File: src/rtl/cpa_pkg.sv
// ----------------------------------------------------------------------------
// cpa_pkg
// Shared types, field widths and codes for the contiguous page allocator.
// ----------------------------------------------------------------------------
package cpa_pkg;

    localparam int OPCODE_W   = 2;
    localparam int COUNT_W    = 9;
    localparam int START_W    = 8;
    localparam int STATUS_W   = 2;
    localparam int BASE_W     = 24;
    localparam int PAGE_NUM_W = 25;
    localparam int CFG_IDX_W  = 2;
    localparam int CFG_DATA_W = 24;

    // page positions up to start + count (255 + 511)
    localparam int POS_W      = 10;

    // the free map is held as 32-bit words, scanned 8 pages a cycle
    localparam int WORD_W     = 32;
    localparam int WORD_SH    = 5;
    localparam int CHUNK_W    = 8;
    localparam int CHUNK_SH   = 3;

    // pages_in_use cannot address past this, whatever the map depth
    localparam int MAP_CAP    = 1 << COUNT_W;

    localparam logic [OPCODE_W-1:0] OP_ALLOC_TASK  = 2'd0;
    localparam logic [OPCODE_W-1:0] OP_ALLOC_SUPER = 2'd1;
    localparam logic [OPCODE_W-1:0] OP_RELEASE     = 2'd2;

    localparam logic [STATUS_W-1:0] ST_OK    = 2'd0;
    localparam logic [STATUS_W-1:0] ST_NORUN = 2'd1;
    localparam logic [STATUS_W-1:0] ST_BAD   = 2'd2;

    localparam logic [CFG_IDX_W-1:0] REG_BASE_PAGE    = 2'd0;
    localparam logic [CFG_IDX_W-1:0] REG_PAGES_IN_USE = 2'd1;

    typedef enum logic [1:0] {
        CMD_ALLOC_LO,
        CMD_ALLOC_HI,
        CMD_RELEASE,
        CMD_REJECT
    } cmd_kind_t;

    typedef struct packed {
        cmd_kind_t            kind;
        logic [COUNT_W-1:0]   count;
        logic [START_W-1:0]   start;
    } cmd_t;

endpackage

File: src/rtl/cpa_front.sv
// ----------------------------------------------------------------------------
// cpa_front
// Takes requests, checks count and range against the page limit and turns
// each into a command for the back end.
// ----------------------------------------------------------------------------
module cpa_front
    import cpa_pkg::*;
(
    input  logic                 s_valid,
    output logic                 s_ready,
    input  logic [OPCODE_W-1:0]  s_opcode,
    input  logic [COUNT_W-1:0]   s_page_count,
    input  logic [START_W-1:0]   s_start_page,
    input  logic [COUNT_W-1:0]   limit,
    output logic                 q_valid,
    input  logic                 q_ready,
    output cmd_t                 q_cmd
);

    logic [POS_W-1:0] range_end;

    assign range_end = POS_W'(s_start_page) + POS_W'(s_page_count);

    assign s_ready = q_ready;
    assign q_valid = s_valid;

    always_comb begin
        q_cmd.count = s_page_count;
        q_cmd.start = s_start_page;
        unique case (s_opcode) inside
            OP_ALLOC_TASK, OP_ALLOC_SUPER: begin
                if (s_page_count == '0 || s_page_count > limit) begin
                    q_cmd.kind = CMD_REJECT;
                end else if (s_opcode == OP_ALLOC_TASK) begin
                    q_cmd.kind = CMD_ALLOC_LO;
                end else begin
                    q_cmd.kind = CMD_ALLOC_HI;
                end
            end
            OP_RELEASE: begin
                if (s_page_count == '0 || range_end > POS_W'(limit)) begin
                    q_cmd.kind = CMD_REJECT;
                end else begin
                    q_cmd.kind = CMD_RELEASE;
                end
            end
            default: begin
                q_cmd.kind = CMD_REJECT;
            end
        endcase
    end

endmodule

File: src/rtl/cpa_queue.sv
// ----------------------------------------------------------------------------
// cpa_queue
// Small first-in first-out command queue between front and back end.
// ----------------------------------------------------------------------------
module cpa_queue #(
    parameter int WIDTH = 21,
    parameter int DEPTH = 2
) (
    input  logic             aclk,
    input  logic             aresetn,
    input  logic             in_valid,
    output logic             in_ready,
    input  logic [WIDTH-1:0] in_data,
    output logic             out_valid,
    input  logic             out_ready,
    output logic [WIDTH-1:0] out_data
);

    localparam int PTR_W = (DEPTH > 1) ? $clog2(DEPTH) : 1;
    localparam int CNT_W = $clog2(DEPTH + 1);

    logic [WIDTH-1:0] mem_reg [DEPTH];
    logic [PTR_W-1:0] wr_ptr_reg, wr_ptr_next;
    logic [PTR_W-1:0] rd_ptr_reg, rd_ptr_next;
    logic [CNT_W-1:0] fill_reg, fill_next;
    logic             push, pop;

    assign in_ready  = (fill_reg != CNT_W'(DEPTH));
    assign out_valid = (fill_reg != '0);
    assign out_data  = mem_reg[rd_ptr_reg];
    assign push      = in_valid && in_ready;
    assign pop       = out_valid && out_ready;

    always_comb begin
        wr_ptr_next = wr_ptr_reg;
        rd_ptr_next = rd_ptr_reg;
        fill_next   = fill_reg;
        if (push) begin
            wr_ptr_next = (wr_ptr_reg == PTR_W'(DEPTH - 1)) ? '0 : wr_ptr_reg + 1'b1;
        end
        if (pop) begin
            rd_ptr_next = (rd_ptr_reg == PTR_W'(DEPTH - 1)) ? '0 : rd_ptr_reg + 1'b1;
        end
        if (push && !pop) begin
            fill_next = fill_reg + 1'b1;
        end else if (pop && !push) begin
            fill_next = fill_reg - 1'b1;
        end
    end

    always_ff @(posedge aclk) begin
        if (!aresetn) begin
            wr_ptr_reg <= '0;
            rd_ptr_reg <= '0;
            fill_reg   <= '0;
        end else begin
            wr_ptr_reg <= wr_ptr_next;
            rd_ptr_reg <= rd_ptr_next;
            fill_reg   <= fill_next;
        end
    end

    always_ff @(posedge aclk) begin
        if (push) begin
            mem_reg[wr_ptr_reg] <= in_data;
        end
    end

endmodule

File: src/rtl/cpa_back.sv
// ----------------------------------------------------------------------------
// cpa_back
// Holds the free map and carries out commands: run search eight pages a cycle
// (allocates), word-by-word map update (found runs, releases), result register.
// ----------------------------------------------------------------------------
module cpa_back
    import cpa_pkg::*;
#(
    parameter int NUM_PAGES = 256
) (
    input  logic                  aclk,
    input  logic                  aresetn,
    input  logic                  q_valid,
    output logic                  q_ready,
    input  cmd_t                  q_cmd,
    input  logic [COUNT_W-1:0]    limit,
    input  logic [BASE_W-1:0]     base_page,
    output logic                  m_valid,
    input  logic                  m_ready,
    output logic [STATUS_W-1:0]   m_status,
    output logic [PAGE_NUM_W-1:0] m_page_number
);

    // only the pages that pages_in_use can reach are stored
    localparam int MAP_PAGES = (NUM_PAGES < MAP_CAP) ? NUM_PAGES : MAP_CAP;
    localparam int WORDS     = (MAP_PAGES + WORD_W - 1) / WORD_W;
    localparam int WIDX_W    = (WORDS > 1) ? $clog2(WORDS) : 1;
    localparam int CI_W      = WIDX_W + (WORD_SH - CHUNK_SH);

    typedef enum logic [1:0] {
        S_IDLE,
        S_SCAN,
        S_WRITE,
        S_EMIT
    } state_t;

    state_t                  state_reg, state_next;
    cmd_kind_t               kind_reg, kind_next;
    logic [COUNT_W-1:0]      count_reg, count_next;
    logic [POS_W-1:0]        run_reg, run_next;
    logic [CI_W-1:0]         chunk_reg, chunk_next;
    logic [POS_W-1:0]        lo_reg, lo_next;
    logic [POS_W-1:0]        hi_reg, hi_next;
    logic [WIDX_W-1:0]       word_reg, word_next;
    logic [STATUS_W-1:0]     res_status_reg, res_status_next;
    logic [POS_W-1:0]        res_start_reg, res_start_next;
    logic                    m_valid_reg, m_valid_next;
    logic [STATUS_W-1:0]     m_status_reg, m_status_next;
    logic [PAGE_NUM_W-1:0]   m_page_number_reg, m_page_number_next;

    logic [WORD_W-1:0]       map_reg [WORDS];
    logic [WORD_W-1:0]       map_word_next;
    logic                    map_we;

    logic                    desc;
    logic [POS_W-1:0]        lim_ext;
    logic [CI_W-1:0]         last_chunk;
    logic [WORD_W-1:0]       scan_word;
    logic [CHUNK_W-1:0]      chunk_bits;
    logic [POS_W-1:0]        scan_run;
    logic                    hit;
    logic [POS_W-1:0]        hit_pos;
    logic [POS_W-1:0]        hit_start;
    logic [POS_W-1:0]        hit_end;
    logic [WORD_W-1:0]       upd_mask;
    logic [WORD_W-1:0]       upd_word;
    logic [POS_W-1:0]        rel_start;
    logic [POS_W-1:0]        rel_end;
    logic [POS_W-1:0]        last_minus;

    assign desc       = (kind_reg == CMD_ALLOC_HI);
    assign lim_ext    = POS_W'(limit);
    assign last_minus = (lim_ext - 1'b1) >> CHUNK_SH;
    assign last_chunk = last_minus[CI_W-1:0];
    assign scan_word  = map_reg[chunk_reg[CI_W-1:WORD_SH-CHUNK_SH]];
    assign chunk_bits = scan_word[{chunk_reg[WORD_SH-CHUNK_SH-1:0], 3'b000} +: CHUNK_W];

    // eight pages per cycle, in the direction of the search
    always_comb begin
        scan_run = run_reg;
        hit      = 1'b0;
        hit_pos  = '0;
        for (int k = 0; k < CHUNK_W; k++) begin
            int               b;
            logic [POS_W-1:0] pg;
            logic             fr;
            b  = desc ? (CHUNK_W - 1 - k) : k;
            pg = POS_W'({chunk_reg, 3'(b)});
            fr = chunk_bits[b] && (pg < lim_ext);
            scan_run = fr ? scan_run + 1'b1 : '0;
            if (!hit && scan_run == POS_W'(count_reg)) begin
                hit     = 1'b1;
                hit_pos = pg;
            end
        end
    end

    assign hit_start = desc ? hit_pos : hit_pos + 1'b1 - POS_W'(count_reg);
    assign hit_end   = desc ? hit_pos + POS_W'(count_reg) - 1'b1 : hit_pos;
    assign rel_start = POS_W'(q_cmd.start);
    assign rel_end   = rel_start + POS_W'(q_cmd.count) - 1'b1;

    always_comb begin
        for (int b = 0; b < WORD_W; b++) begin
            logic [POS_W-1:0] pg;
            pg = POS_W'({word_reg, 5'(b)});
            upd_mask[b] = (pg >= lo_reg) && (pg <= hi_reg);
        end
        upd_word = map_reg[word_reg];
    end

    always_comb begin
        state_next         = state_reg;
        kind_next          = kind_reg;
        count_next         = count_reg;
        run_next           = run_reg;
        chunk_next         = chunk_reg;
        lo_next            = lo_reg;
        hi_next            = hi_reg;
        word_next          = word_reg;
        res_status_next    = res_status_reg;
        res_start_next     = res_start_reg;
        m_valid_next       = m_valid_reg && !m_ready;
        m_status_next      = m_status_reg;
        m_page_number_next = m_page_number_reg;
        map_we             = 1'b0;
        map_word_next      = (kind_reg == CMD_RELEASE) ? (upd_word | upd_mask)
                                                       : (upd_word & ~upd_mask);
        unique case (state_reg)
            S_IDLE: begin
                if (q_valid) begin
                    kind_next  = q_cmd.kind;
                    count_next = q_cmd.count;
                    run_next   = '0;
                    case (q_cmd.kind)
                        CMD_ALLOC_LO: begin
                            chunk_next = '0;
                            state_next = S_SCAN;
                        end
                        CMD_ALLOC_HI: begin
                            chunk_next = last_chunk;
                            state_next = S_SCAN;
                        end
                        CMD_RELEASE: begin
                            lo_next         = rel_start;
                            hi_next         = rel_end;
                            word_next       = rel_start[WIDX_W+WORD_SH-1:WORD_SH];
                            res_start_next  = rel_start;
                            res_status_next = ST_OK;
                            state_next      = S_WRITE;
                        end
                        default: begin
                            res_status_next = ST_BAD;
                            state_next      = S_EMIT;
                        end
                    endcase
                end
            end
            S_SCAN: begin
                run_next = scan_run;
                if (hit) begin
                    lo_next         = hit_start;
                    hi_next         = hit_end;
                    word_next       = hit_start[WIDX_W+WORD_SH-1:WORD_SH];
                    res_start_next  = hit_start;
                    res_status_next = ST_OK;
                    state_next      = S_WRITE;
                end else if ((!desc && chunk_reg == last_chunk) ||
                             (desc && chunk_reg == '0)) begin
                    res_status_next = ST_NORUN;
                    state_next      = S_EMIT;
                end else if (desc) begin
                    chunk_next = chunk_reg - 1'b1;
                end else begin
                    chunk_next = chunk_reg + 1'b1;
                end
            end
            S_WRITE: begin
                map_we = 1'b1;
                if (word_reg == hi_reg[WIDX_W+WORD_SH-1:WORD_SH]) begin
                    state_next = S_EMIT;
                end else begin
                    word_next = word_reg + 1'b1;
                end
            end
            S_EMIT: begin
                if (!m_valid_reg || m_ready) begin
                    m_valid_next       = 1'b1;
                    m_status_next      = res_status_reg;
                    m_page_number_next = (res_status_reg == ST_OK)
                                       ? PAGE_NUM_W'(base_page) + PAGE_NUM_W'(res_start_reg)
                                       : '0;
                    state_next         = S_IDLE;
                end
            end
            default: begin
                state_next = S_IDLE;
            end
        endcase
    end

    always_ff @(posedge aclk) begin
        if (!aresetn) begin
            state_reg         <= S_IDLE;
            m_valid_reg       <= 1'b0;
            m_status_reg      <= ST_OK;
            m_page_number_reg <= '0;
        end else begin
            state_reg         <= state_next;
            m_valid_reg       <= m_valid_next;
            m_status_reg      <= m_status_next;
            m_page_number_reg <= m_page_number_next;
        end
        kind_reg       <= kind_next;
        count_reg      <= count_next;
        run_reg        <= run_next;
        chunk_reg      <= chunk_next;
        lo_reg         <= lo_next;
        hi_reg         <= hi_next;
        word_reg       <= word_next;
        res_status_reg <= res_status_next;
        res_start_reg  <= res_start_next;
    end

    // free map: cleared at reset, no page free
    always_ff @(posedge aclk) begin
        if (!aresetn) begin
            for (int w = 0; w < WORDS; w++) begin
                map_reg[w] <= '0;
            end
        end else if (map_we) begin
            map_reg[word_reg] <= map_word_next;
        end
    end

    assign q_ready       = (state_reg == S_IDLE);
    assign m_valid       = m_valid_reg;
    assign m_status      = m_status_reg;
    assign m_page_number = m_page_number_reg;

    a_fail_zero: assert property (@(posedge aclk) disable iff (!aresetn)
        (m_valid_reg && m_status_reg != ST_OK) |-> (m_page_number_reg == '0))
        else $error("failed request carries a page number");

    a_write_range: assert property (@(posedge aclk) disable iff (!aresetn)
        (state_reg == S_WRITE) |-> (lo_reg <= hi_reg && hi_reg < lim_ext))
        else $error("map update range outside the managed pages");

    a_scan_bound: assert property (@(posedge aclk) disable iff (!aresetn)
        (state_reg == S_SCAN) |-> (chunk_reg <= last_chunk && count_reg <= limit))
        else $error("search ran past the page limit");

    a_take_cmd: assert property (@(posedge aclk) disable iff (!aresetn)
        (state_reg == S_IDLE && q_valid) |=> (state_reg != S_IDLE))
        else $error("queued command not taken");

endmodule

File: src/rtl/contiguous_page_allocator.sv
// ----------------------------------------------------------------------------
// contiguous_page_allocator
// First-fit allocator of contiguous page runs over a one-bit-per-page map.
// ----------------------------------------------------------------------------
// Requests are checked on entry and queued two deep, so the request port keeps
// taking requests while the back end works and a result waits, until the queue
// is full. The back end handles one request at a time. An allocate searches the
// free map eight pages a cycle, stopping early at a run; if one is found, it
// updates each 32-bit map word of the run, then loads the result register. A
// release updates each map word in its range, then loads the result register;
// a rejected request goes straight to the result register. The free map holds
// no free page after reset and needs no clearing pass.
module contiguous_page_allocator
    import cpa_pkg::*;
#(
    parameter int NUM_PAGES = 256
) (
    input  logic                  aclk,
    input  logic                  aresetn,
    input  logic                  s_valid,
    output logic                  s_ready,
    input  logic [OPCODE_W-1:0]   s_opcode,
    input  logic [COUNT_W-1:0]    s_page_count,
    input  logic [START_W-1:0]    s_start_page,
    output logic                  m_valid,
    input  logic                  m_ready,
    output logic [STATUS_W-1:0]   m_status,
    output logic [PAGE_NUM_W-1:0] m_page_number,
    input  logic                  cfg_valid,
    output logic                  cfg_ready,
    input  logic [CFG_IDX_W-1:0]  cfg_index,
    input  logic [CFG_DATA_W-1:0] cfg_data
);

    localparam int CAP = (NUM_PAGES < MAP_CAP) ? NUM_PAGES : MAP_CAP;
    localparam logic [POS_W-1:0] CAP_POS = POS_W'(CAP);

    logic [BASE_W-1:0]  base_page_reg;
    logic [COUNT_W-1:0] pages_in_use_reg;
    logic [COUNT_W-1:0] limit;

    logic               f_valid, f_ready;
    cmd_t               f_cmd;
    logic               q_valid, q_ready;
    logic [$bits(cmd_t)-1:0] q_data;
    cmd_t               q_cmd;

    assign cfg_ready = 1'b1;

    always_ff @(posedge aclk) begin
        if (!aresetn) begin
            base_page_reg    <= '0;
            pages_in_use_reg <= COUNT_W'(256);
        end else if (cfg_valid) begin
            case (cfg_index)
                REG_BASE_PAGE:    base_page_reg    <= cfg_data[BASE_W-1:0];
                REG_PAGES_IN_USE: pages_in_use_reg <= cfg_data[COUNT_W-1:0];
                default:          ;
            endcase
        end
    end

    assign limit = (POS_W'(pages_in_use_reg) < CAP_POS) ? pages_in_use_reg
                                                         : CAP_POS[COUNT_W-1:0];

    cpa_front u_front (
        .s_valid      (s_valid),
        .s_ready      (s_ready),
        .s_opcode     (s_opcode),
        .s_page_count (s_page_count),
        .s_start_page (s_start_page),
        .limit        (limit),
        .q_valid      (f_valid),
        .q_ready      (f_ready),
        .q_cmd        (f_cmd)
    );

    cpa_queue #(
        .WIDTH ($bits(cmd_t)),
        .DEPTH (2)
    ) u_queue (
        .aclk      (aclk),
        .aresetn   (aresetn),
        .in_valid  (f_valid),
        .in_ready  (f_ready),
        .in_data   (f_cmd),
        .out_valid (q_valid),
        .out_ready (q_ready),
        .out_data  (q_data)
    );

    assign q_cmd = q_data;

    cpa_back #(
        .NUM_PAGES (NUM_PAGES)
    ) u_back (
        .aclk          (aclk),
        .aresetn       (aresetn),
        .q_valid       (q_valid),
        .q_ready       (q_ready),
        .q_cmd         (q_cmd),
        .limit         (limit),
        .base_page     (base_page_reg),
        .m_valid       (m_valid),
        .m_ready       (m_ready),
        .m_status      (m_status),
        .m_page_number (m_page_number)
    );

endmodule
File: config.mk
export PLATFORM = sky130hd
export DESIGN_NAME = contiguous_page_allocator
export DESIGN_NICKNAME = d
export VERILOG_FILES = /design/src/rtl/cpa_pkg.sv /design/src/rtl/cpa_front.sv /design/src/rtl/cpa_queue.sv /design/src/rtl/cpa_back.sv /design/src/rtl/contiguous_page_allocator.sv
export SDC_FILE = /design/constraint.sdc
export NUM_CORES = 1
export LEC_CHECK = 0
export ABC_AREA = 0
export BUFFER_PORTS_ARGS = -buffer_cell sky130_fd_sc_hd__clkbuf_2
export CAP_MARGIN = 20
export CELL_PAD_IN_SITES_DETAIL_PLACEMENT = 1
export CELL_PAD_IN_SITES_GLOBAL_PLACEMENT = 1
export CORE_ASPECT_RATIO = 1.75
export CORE_UTILIZATION = 40
export CTS_BUF_LIST = sky130_fd_sc_hd__clkbuf_2 sky130_fd_sc_hd__clkbuf_4 sky130_fd_sc_hd__clkbuf_8
export CTS_CLUSTER_SIZE = 24
export DETAILED_ROUTE_END_ITERATION = 8
export GPL_TIMING_DRIVEN = 1
export MAX_ROUTING_LAYER = met4
export PLACE_DENSITY_LB_ADDON = 0.1
export SYNTH_ARGS = -nofsm -noshare
export SYNTH_HDL_FRONTEND = slang
export SYNTH_SLANG_ARGS = --single-unit
File: constraint.sdc
create_clock -name aclk -period 9.7 [get_ports aclk]
set_input_delay 1.455 -clock aclk [delete_from_list [all_inputs] [get_ports aclk]]
set_output_delay 1.455 -clock aclk [all_outputs]
set_load 0.005 [all_outputs]
After elaboration in Yosys (flattened, before gate mapping)
Memory sizes are Yosys's and may differ from the RTL's. A register that Yosys moved wholly into a read port is not among the register bits.
Index checks and enable logic that the tools add are counted.
Operators by class
  add/sub/neg operators: 24
  order comparisons: 83
  equality and inequality tests: 32
  shift operators: 1
  multiplexer cells: 118
  bitwise operators: 3
  reductions and logical operators: 94
Operators by type and width (count)
  greater-or-equal comparator 8 x 10 -> 1 bit: 32
  less-or-equal comparator 8 x 10 -> 1 bit: 32
  < comparator 32 x 5 -> 1 bit (second input constant): 8
  2-to-1 mux 10 bit: 24
  adder 10 x 1 -> 10 bit (second input constant): 9
  == test 10 x 9 -> 1 bit: 8
  < comparator 8 x 9 -> 1 bit: 8
  2-to-1 mux 32 bit: 2
  one-hot mux 10 bit (2 select lines): 3
  logical AND 1 bit: 54
  2-to-1 mux 3 bit: 15
  2-to-1 mux 1 bit: 40
  AND 32 bit: 1
  inverter 32 bit: 1
  OR 32 bit: 1
  OR reduction 32 bit: 1
  variable part select 32 x 6 -> 8 bit: 1
  adder 24 x 10 -> 25 bit: 1
  2-to-1 mux 25 bit: 1
  binary-select mux 1 bit (select 3 bit): 8
  2-to-1 mux 2 bit: 11
  adder 8 x 9 -> 10 bit: 2
  2-to-1 mux 5 bit: 4
  one-hot mux 5 bit (2 select lines): 2
  other kinds (36): 86
Word-level totals
  register bits: 118
  RAM bits: 294
  bits of input ports: 50
  output and inout port bits: 30
  memories: 2
Memory list
  u_back.map_reg: depth 8, bits a word 32, rd ports 2, clocked after memory_dff 2, write ports 8, line cpa_back.sv:51  | logic [WORD_W-1:0] map_reg [WORDS];
  u_queue.mem_reg: depth 2, bits a word 19, rd ports 1, clocked after memory_dff 1, write ports 1, line cpa_queue.sv:22  | logic [WIDTH-1:0] mem_reg [DEPTH];

Depth between registers and ports, before layout
  depth in word-level cells: 36
  gate-level depth with buffers: 51
  mapped depth without buffers: 47

Cells and area by module
A second synthesis with hierarchy kept.
Unflattened totals
  cells, all modules: 2938
  area total of the unflattened synthesis: 29395.7 µm²
Modules (own cells, without submodules)
  cpa_back: instances 1, cells an instance 2589, area each 25444.4 µm², sequential area each 9939.5 µm²
  cpa_queue: instances 1, cells an instance 83, area each 1610.3 µm², sequential area each 1241.2 µm²
  contiguous_page_allocator: instances 1, cells an instance 146, area each 1388.8 µm², sequential area each 660.6 µm²
  cpa_front: instances 1, cells an instance 120, area each 952.2 µm², sequential area each 0.0 µm²

Worst setup path before layout
Ideal clock, no wire load.
  kind: reg-to-reg
  from: register u_back.kind_reg[1]
  to: register (tool-made name)
  setup time: 0.123 ns
  data arrival time: 10.299 ns
  path slack: -0.722 ns
  cell stages (with the launch flop): 48
  buffers on the path: 3
  clock period less this slack: 10.422 ns
  cells stage by stage: edfxtp_1 > nor2b_1 > clkbuf_1 > clkbuf_1 > ha_1 > a21oi_1 > nor3_1 > nor3_1 > nand2_1 > or3_1 > buf_2 > inv_1 > ha_1 > nand2_1 > inv_1 > ha_1 > and2_1 > ha_1 > (+12 left out) > mux2_2 > a2111oi_2 > o211a_1 > nand3_2 > nor2_1 > o22ai_1 > inv_1 > ha_1 > ha_1 > a21o_1 > a21o_1 > maj3_1 > a21oi_1 > xnor2_1 > a22oi_1 > a21oi_1 > a2bb2oi_1 > mux2_1
RTL lines
  start, declared: line cpa_back.sv:38  | cmd_kind_t kind_reg, kind_next;
  start signal, assigned: line cpa_back.sv:214  | kind_reg <= kind_next;

==> qor.txt <==
status - complete, but fails checks
failing checks - negative setup slack
Num CTS Buffers - 72
global route overflow - 0
Mapped Area - 28500 um2
M2 GR Usage - 0.603
TritonCTS clock tree - done
Post-Syn Instances - 2818
first-pass GRT wire length - 170000 um
Pwr Total - 11.7 mW
Final min period - 9.81 ns
number of buffers inserted by hold repair at cts - 0
leading area contributor after synthesis - edfxtp_1
worst slew pin tran - 1.17 ns
DRT iter0 DRCs - 1308
Final Skew - 0.0288 ns
drt first pass iters - 7
pwr dens - 332 nW/um2
ys async rst share - 0
worst hold path class - flip-flop to flip-flop
Final Hold Viols - 0
crit path kind - flip-flop to flip-flop
CP Capture Type - flip-flop
most frequent cells after synthesis - nor2_1 (384), edfxtp_1 (345), nand2_1 (204)
All-Layer GR Usage - 0.332
GR met1 Demand/Resource - 0.295
Final Non-Filler Cells - 4166
I/O pin cnt - 80
die height - 355 um
Fillers - 7828
CP max stage delay - 0.59 ns
max cap viols - 0
Routed Antenna Nets - 0
port buffer count - 78
pin count of the biggest net entering global routing - 81
syn nets - 2988
clk sinks - 419
worst skew pair latency - 0.73 ns
CP most frequent cell - ha_4
share of the synthesized area in the top cell type - 0.363
GPL Wtd Cong - 0.969
Setup TNS - -0.292 ns
Hold WS - 0.474 ns
max-slew violations - 0
H-tree depth - 3
crit path launch type - flip-flop
top_reg_cell synth - edfxtp_1
DR DRC count - 0
via count - 25054
relative slew slack - 0.220
f_max - 102 MHz
initial antenna violation count - 1
Post-Place Cells - 3978
initial core utilization - 0.404
max reg flops - 256
period utilisation layout - 1.01
Mean Syn Cell Area - 10.1 um2
fin util - 0.498
Unique masters post-synth - 107
# setup viols final - 4
Rows - 129
Post-Route WL - 117000 um
M3 GR Usage - 0.0471
Area Growth Syn to Fin - 23.4%
Worst-path clk slew - 0.07 ns
clock root buffer - clkbuf_8
layer with the highest usage - met2
synth warn - 0
cell area after layout - 35200 um2
RSZ-0062 raised after global routing - true
routed length per placed instance - 28.1 um
Final #Nets - 3363
most frequent cell after synthesis - nor2_1
placed inst area - 32000 um2
setup slack after layout - -0.107 ns
Post-Place Setup Slack - -0.839 ns
maximum vdd drop - 162 uV
Seq cells post-synth - 419
worst endpoint data arrival time - 10.42 ns
post-DP HPWL - 83500 um
via-per-instance ratio - 6.01
CP required - 10.31 ns
Longest Clk Path Bufs - 3
number of global-route vias before repair - 27260
Post-synth EDFFs - 345
CP max-delay cell - or4_4
Die X-Extent - 204 um
post-synthesis sequential area ratio - 0.415
leading post-synthesis cells by cell area - edfxtp_1 (36%), mux4_2 (8.1%), dfxtp_1 (5.2%)
Worst Path Max Fanout - 7
layout cell share with drive strength beyond 1 - 0.286
die area - 72400 um2
leakage power total - 13.6 nW
core area - 70700 um2
==> metal layers <==
layer | wire length [um] | part of all wire
met4 | 12100 | 0.10
met5 | 0 | 0
met2 | 62600 | 0.53
met3 | 4400 | 0.038
met1 | 38000 | 0.32
==> path summary, 6_finish.rpt <==
check                             endpoint  slack (ns)  cells after the start                     startpoint
max reg2reg                      flip-flop       -0.11                     43                      flip-flop
max                              flip-flop       -0.11                     43                      flip-flop
min          base_page_reg[0]$_SDFFE_PN0P_        0.47                      2  base_page_reg[0]$_SDFFE_PN0P_
min reg2reg  base_page_reg[0]$_SDFFE_PN0P_        0.47                      2  base_page_reg[0]$_SDFFE_PN0P_
==> what timing repair did <==
| action | in CTS | in global routing |
|---|---|---|
| resized for setup | 87 | 136 |
| setup endpoints to repair | 18 | 19 |
| cloned | 1 | 0 |
| buffers inserted | 22 | 36 |
| pin swaps | 55 | 91 |
==> worst max-delay path, delay by kind of cell, from the launching register on <==
kind            cells  cell delay [ns]
xor+xnor            2             0.30
buf+inv             6             0.75
flops               1             0.42
simple gates        9             2.00
compound gates     16             3.28
fa+ha+maj           5             1.04
mux                 5             1.88
==> report_power, final <==
group	switching [mW]	leakage, nW	internal (mW)	total [mW]
clock network	0.796	0.783	0.941	1.74
logic	4.39	8.70	2.98	7.38
registers	0.321	4.08	2.25	2.58
==> cells by family (layout without fill, tap and decap cells) <==
kind of cell    after synthesis  count (layout)  share of synthesized area
xor+xnor                    160             160                     0.0504
mux                         255             255                      0.137
simple gates                989             989                      0.166
other cells                   1               2                   0.000131
flops                       419             419                      0.415
compound gates              584             584                      0.135
fa+ha+maj                   122             122                     0.0549
buf+inv                     288             718                     0.0413
==> cells in the final DEF (no fill, tap or decap), drive strengths merged, types with 24 or more instances in the layout <==
cell type and n:
nor3 64, nand2 204, mux2i 132, inv 123, and2 33, xnor2 122, xor2 38, nor2 384
nor4 24, o21ai 117, edfxtp 345, dfxtp 74, a21oi 156, nand3 67, ha 114, nand2b 28
a22oi 53, clkbuf 173, o211ai 24, mux4 102, buf 389, a31oi 24, nor2b 65, a21boi 28
clkinv 26
==> layout make-up <==
| cell class | instances | area, um2 | share of cell area |
|---|---|---|---|
| timing repair buffer | 467 | 3480 | 0.0988 |
| inverter | 122 | 463 | 0.0132 |
| multi-input combinational | 2111 | 16800 | 0.476 |
| sequential | 419 | 11900 | 0.337 |
| antenna | 1 | 2.50 | 0.0000711 |
| tap | 917 | 1150 | 0.0326 |
| clock inverter | 34 | 298 | 0.00846 |
| clock buffer | 95 | 1190 | 0.0339 |
No activity file was read; power rests on OpenSTA's default activity.
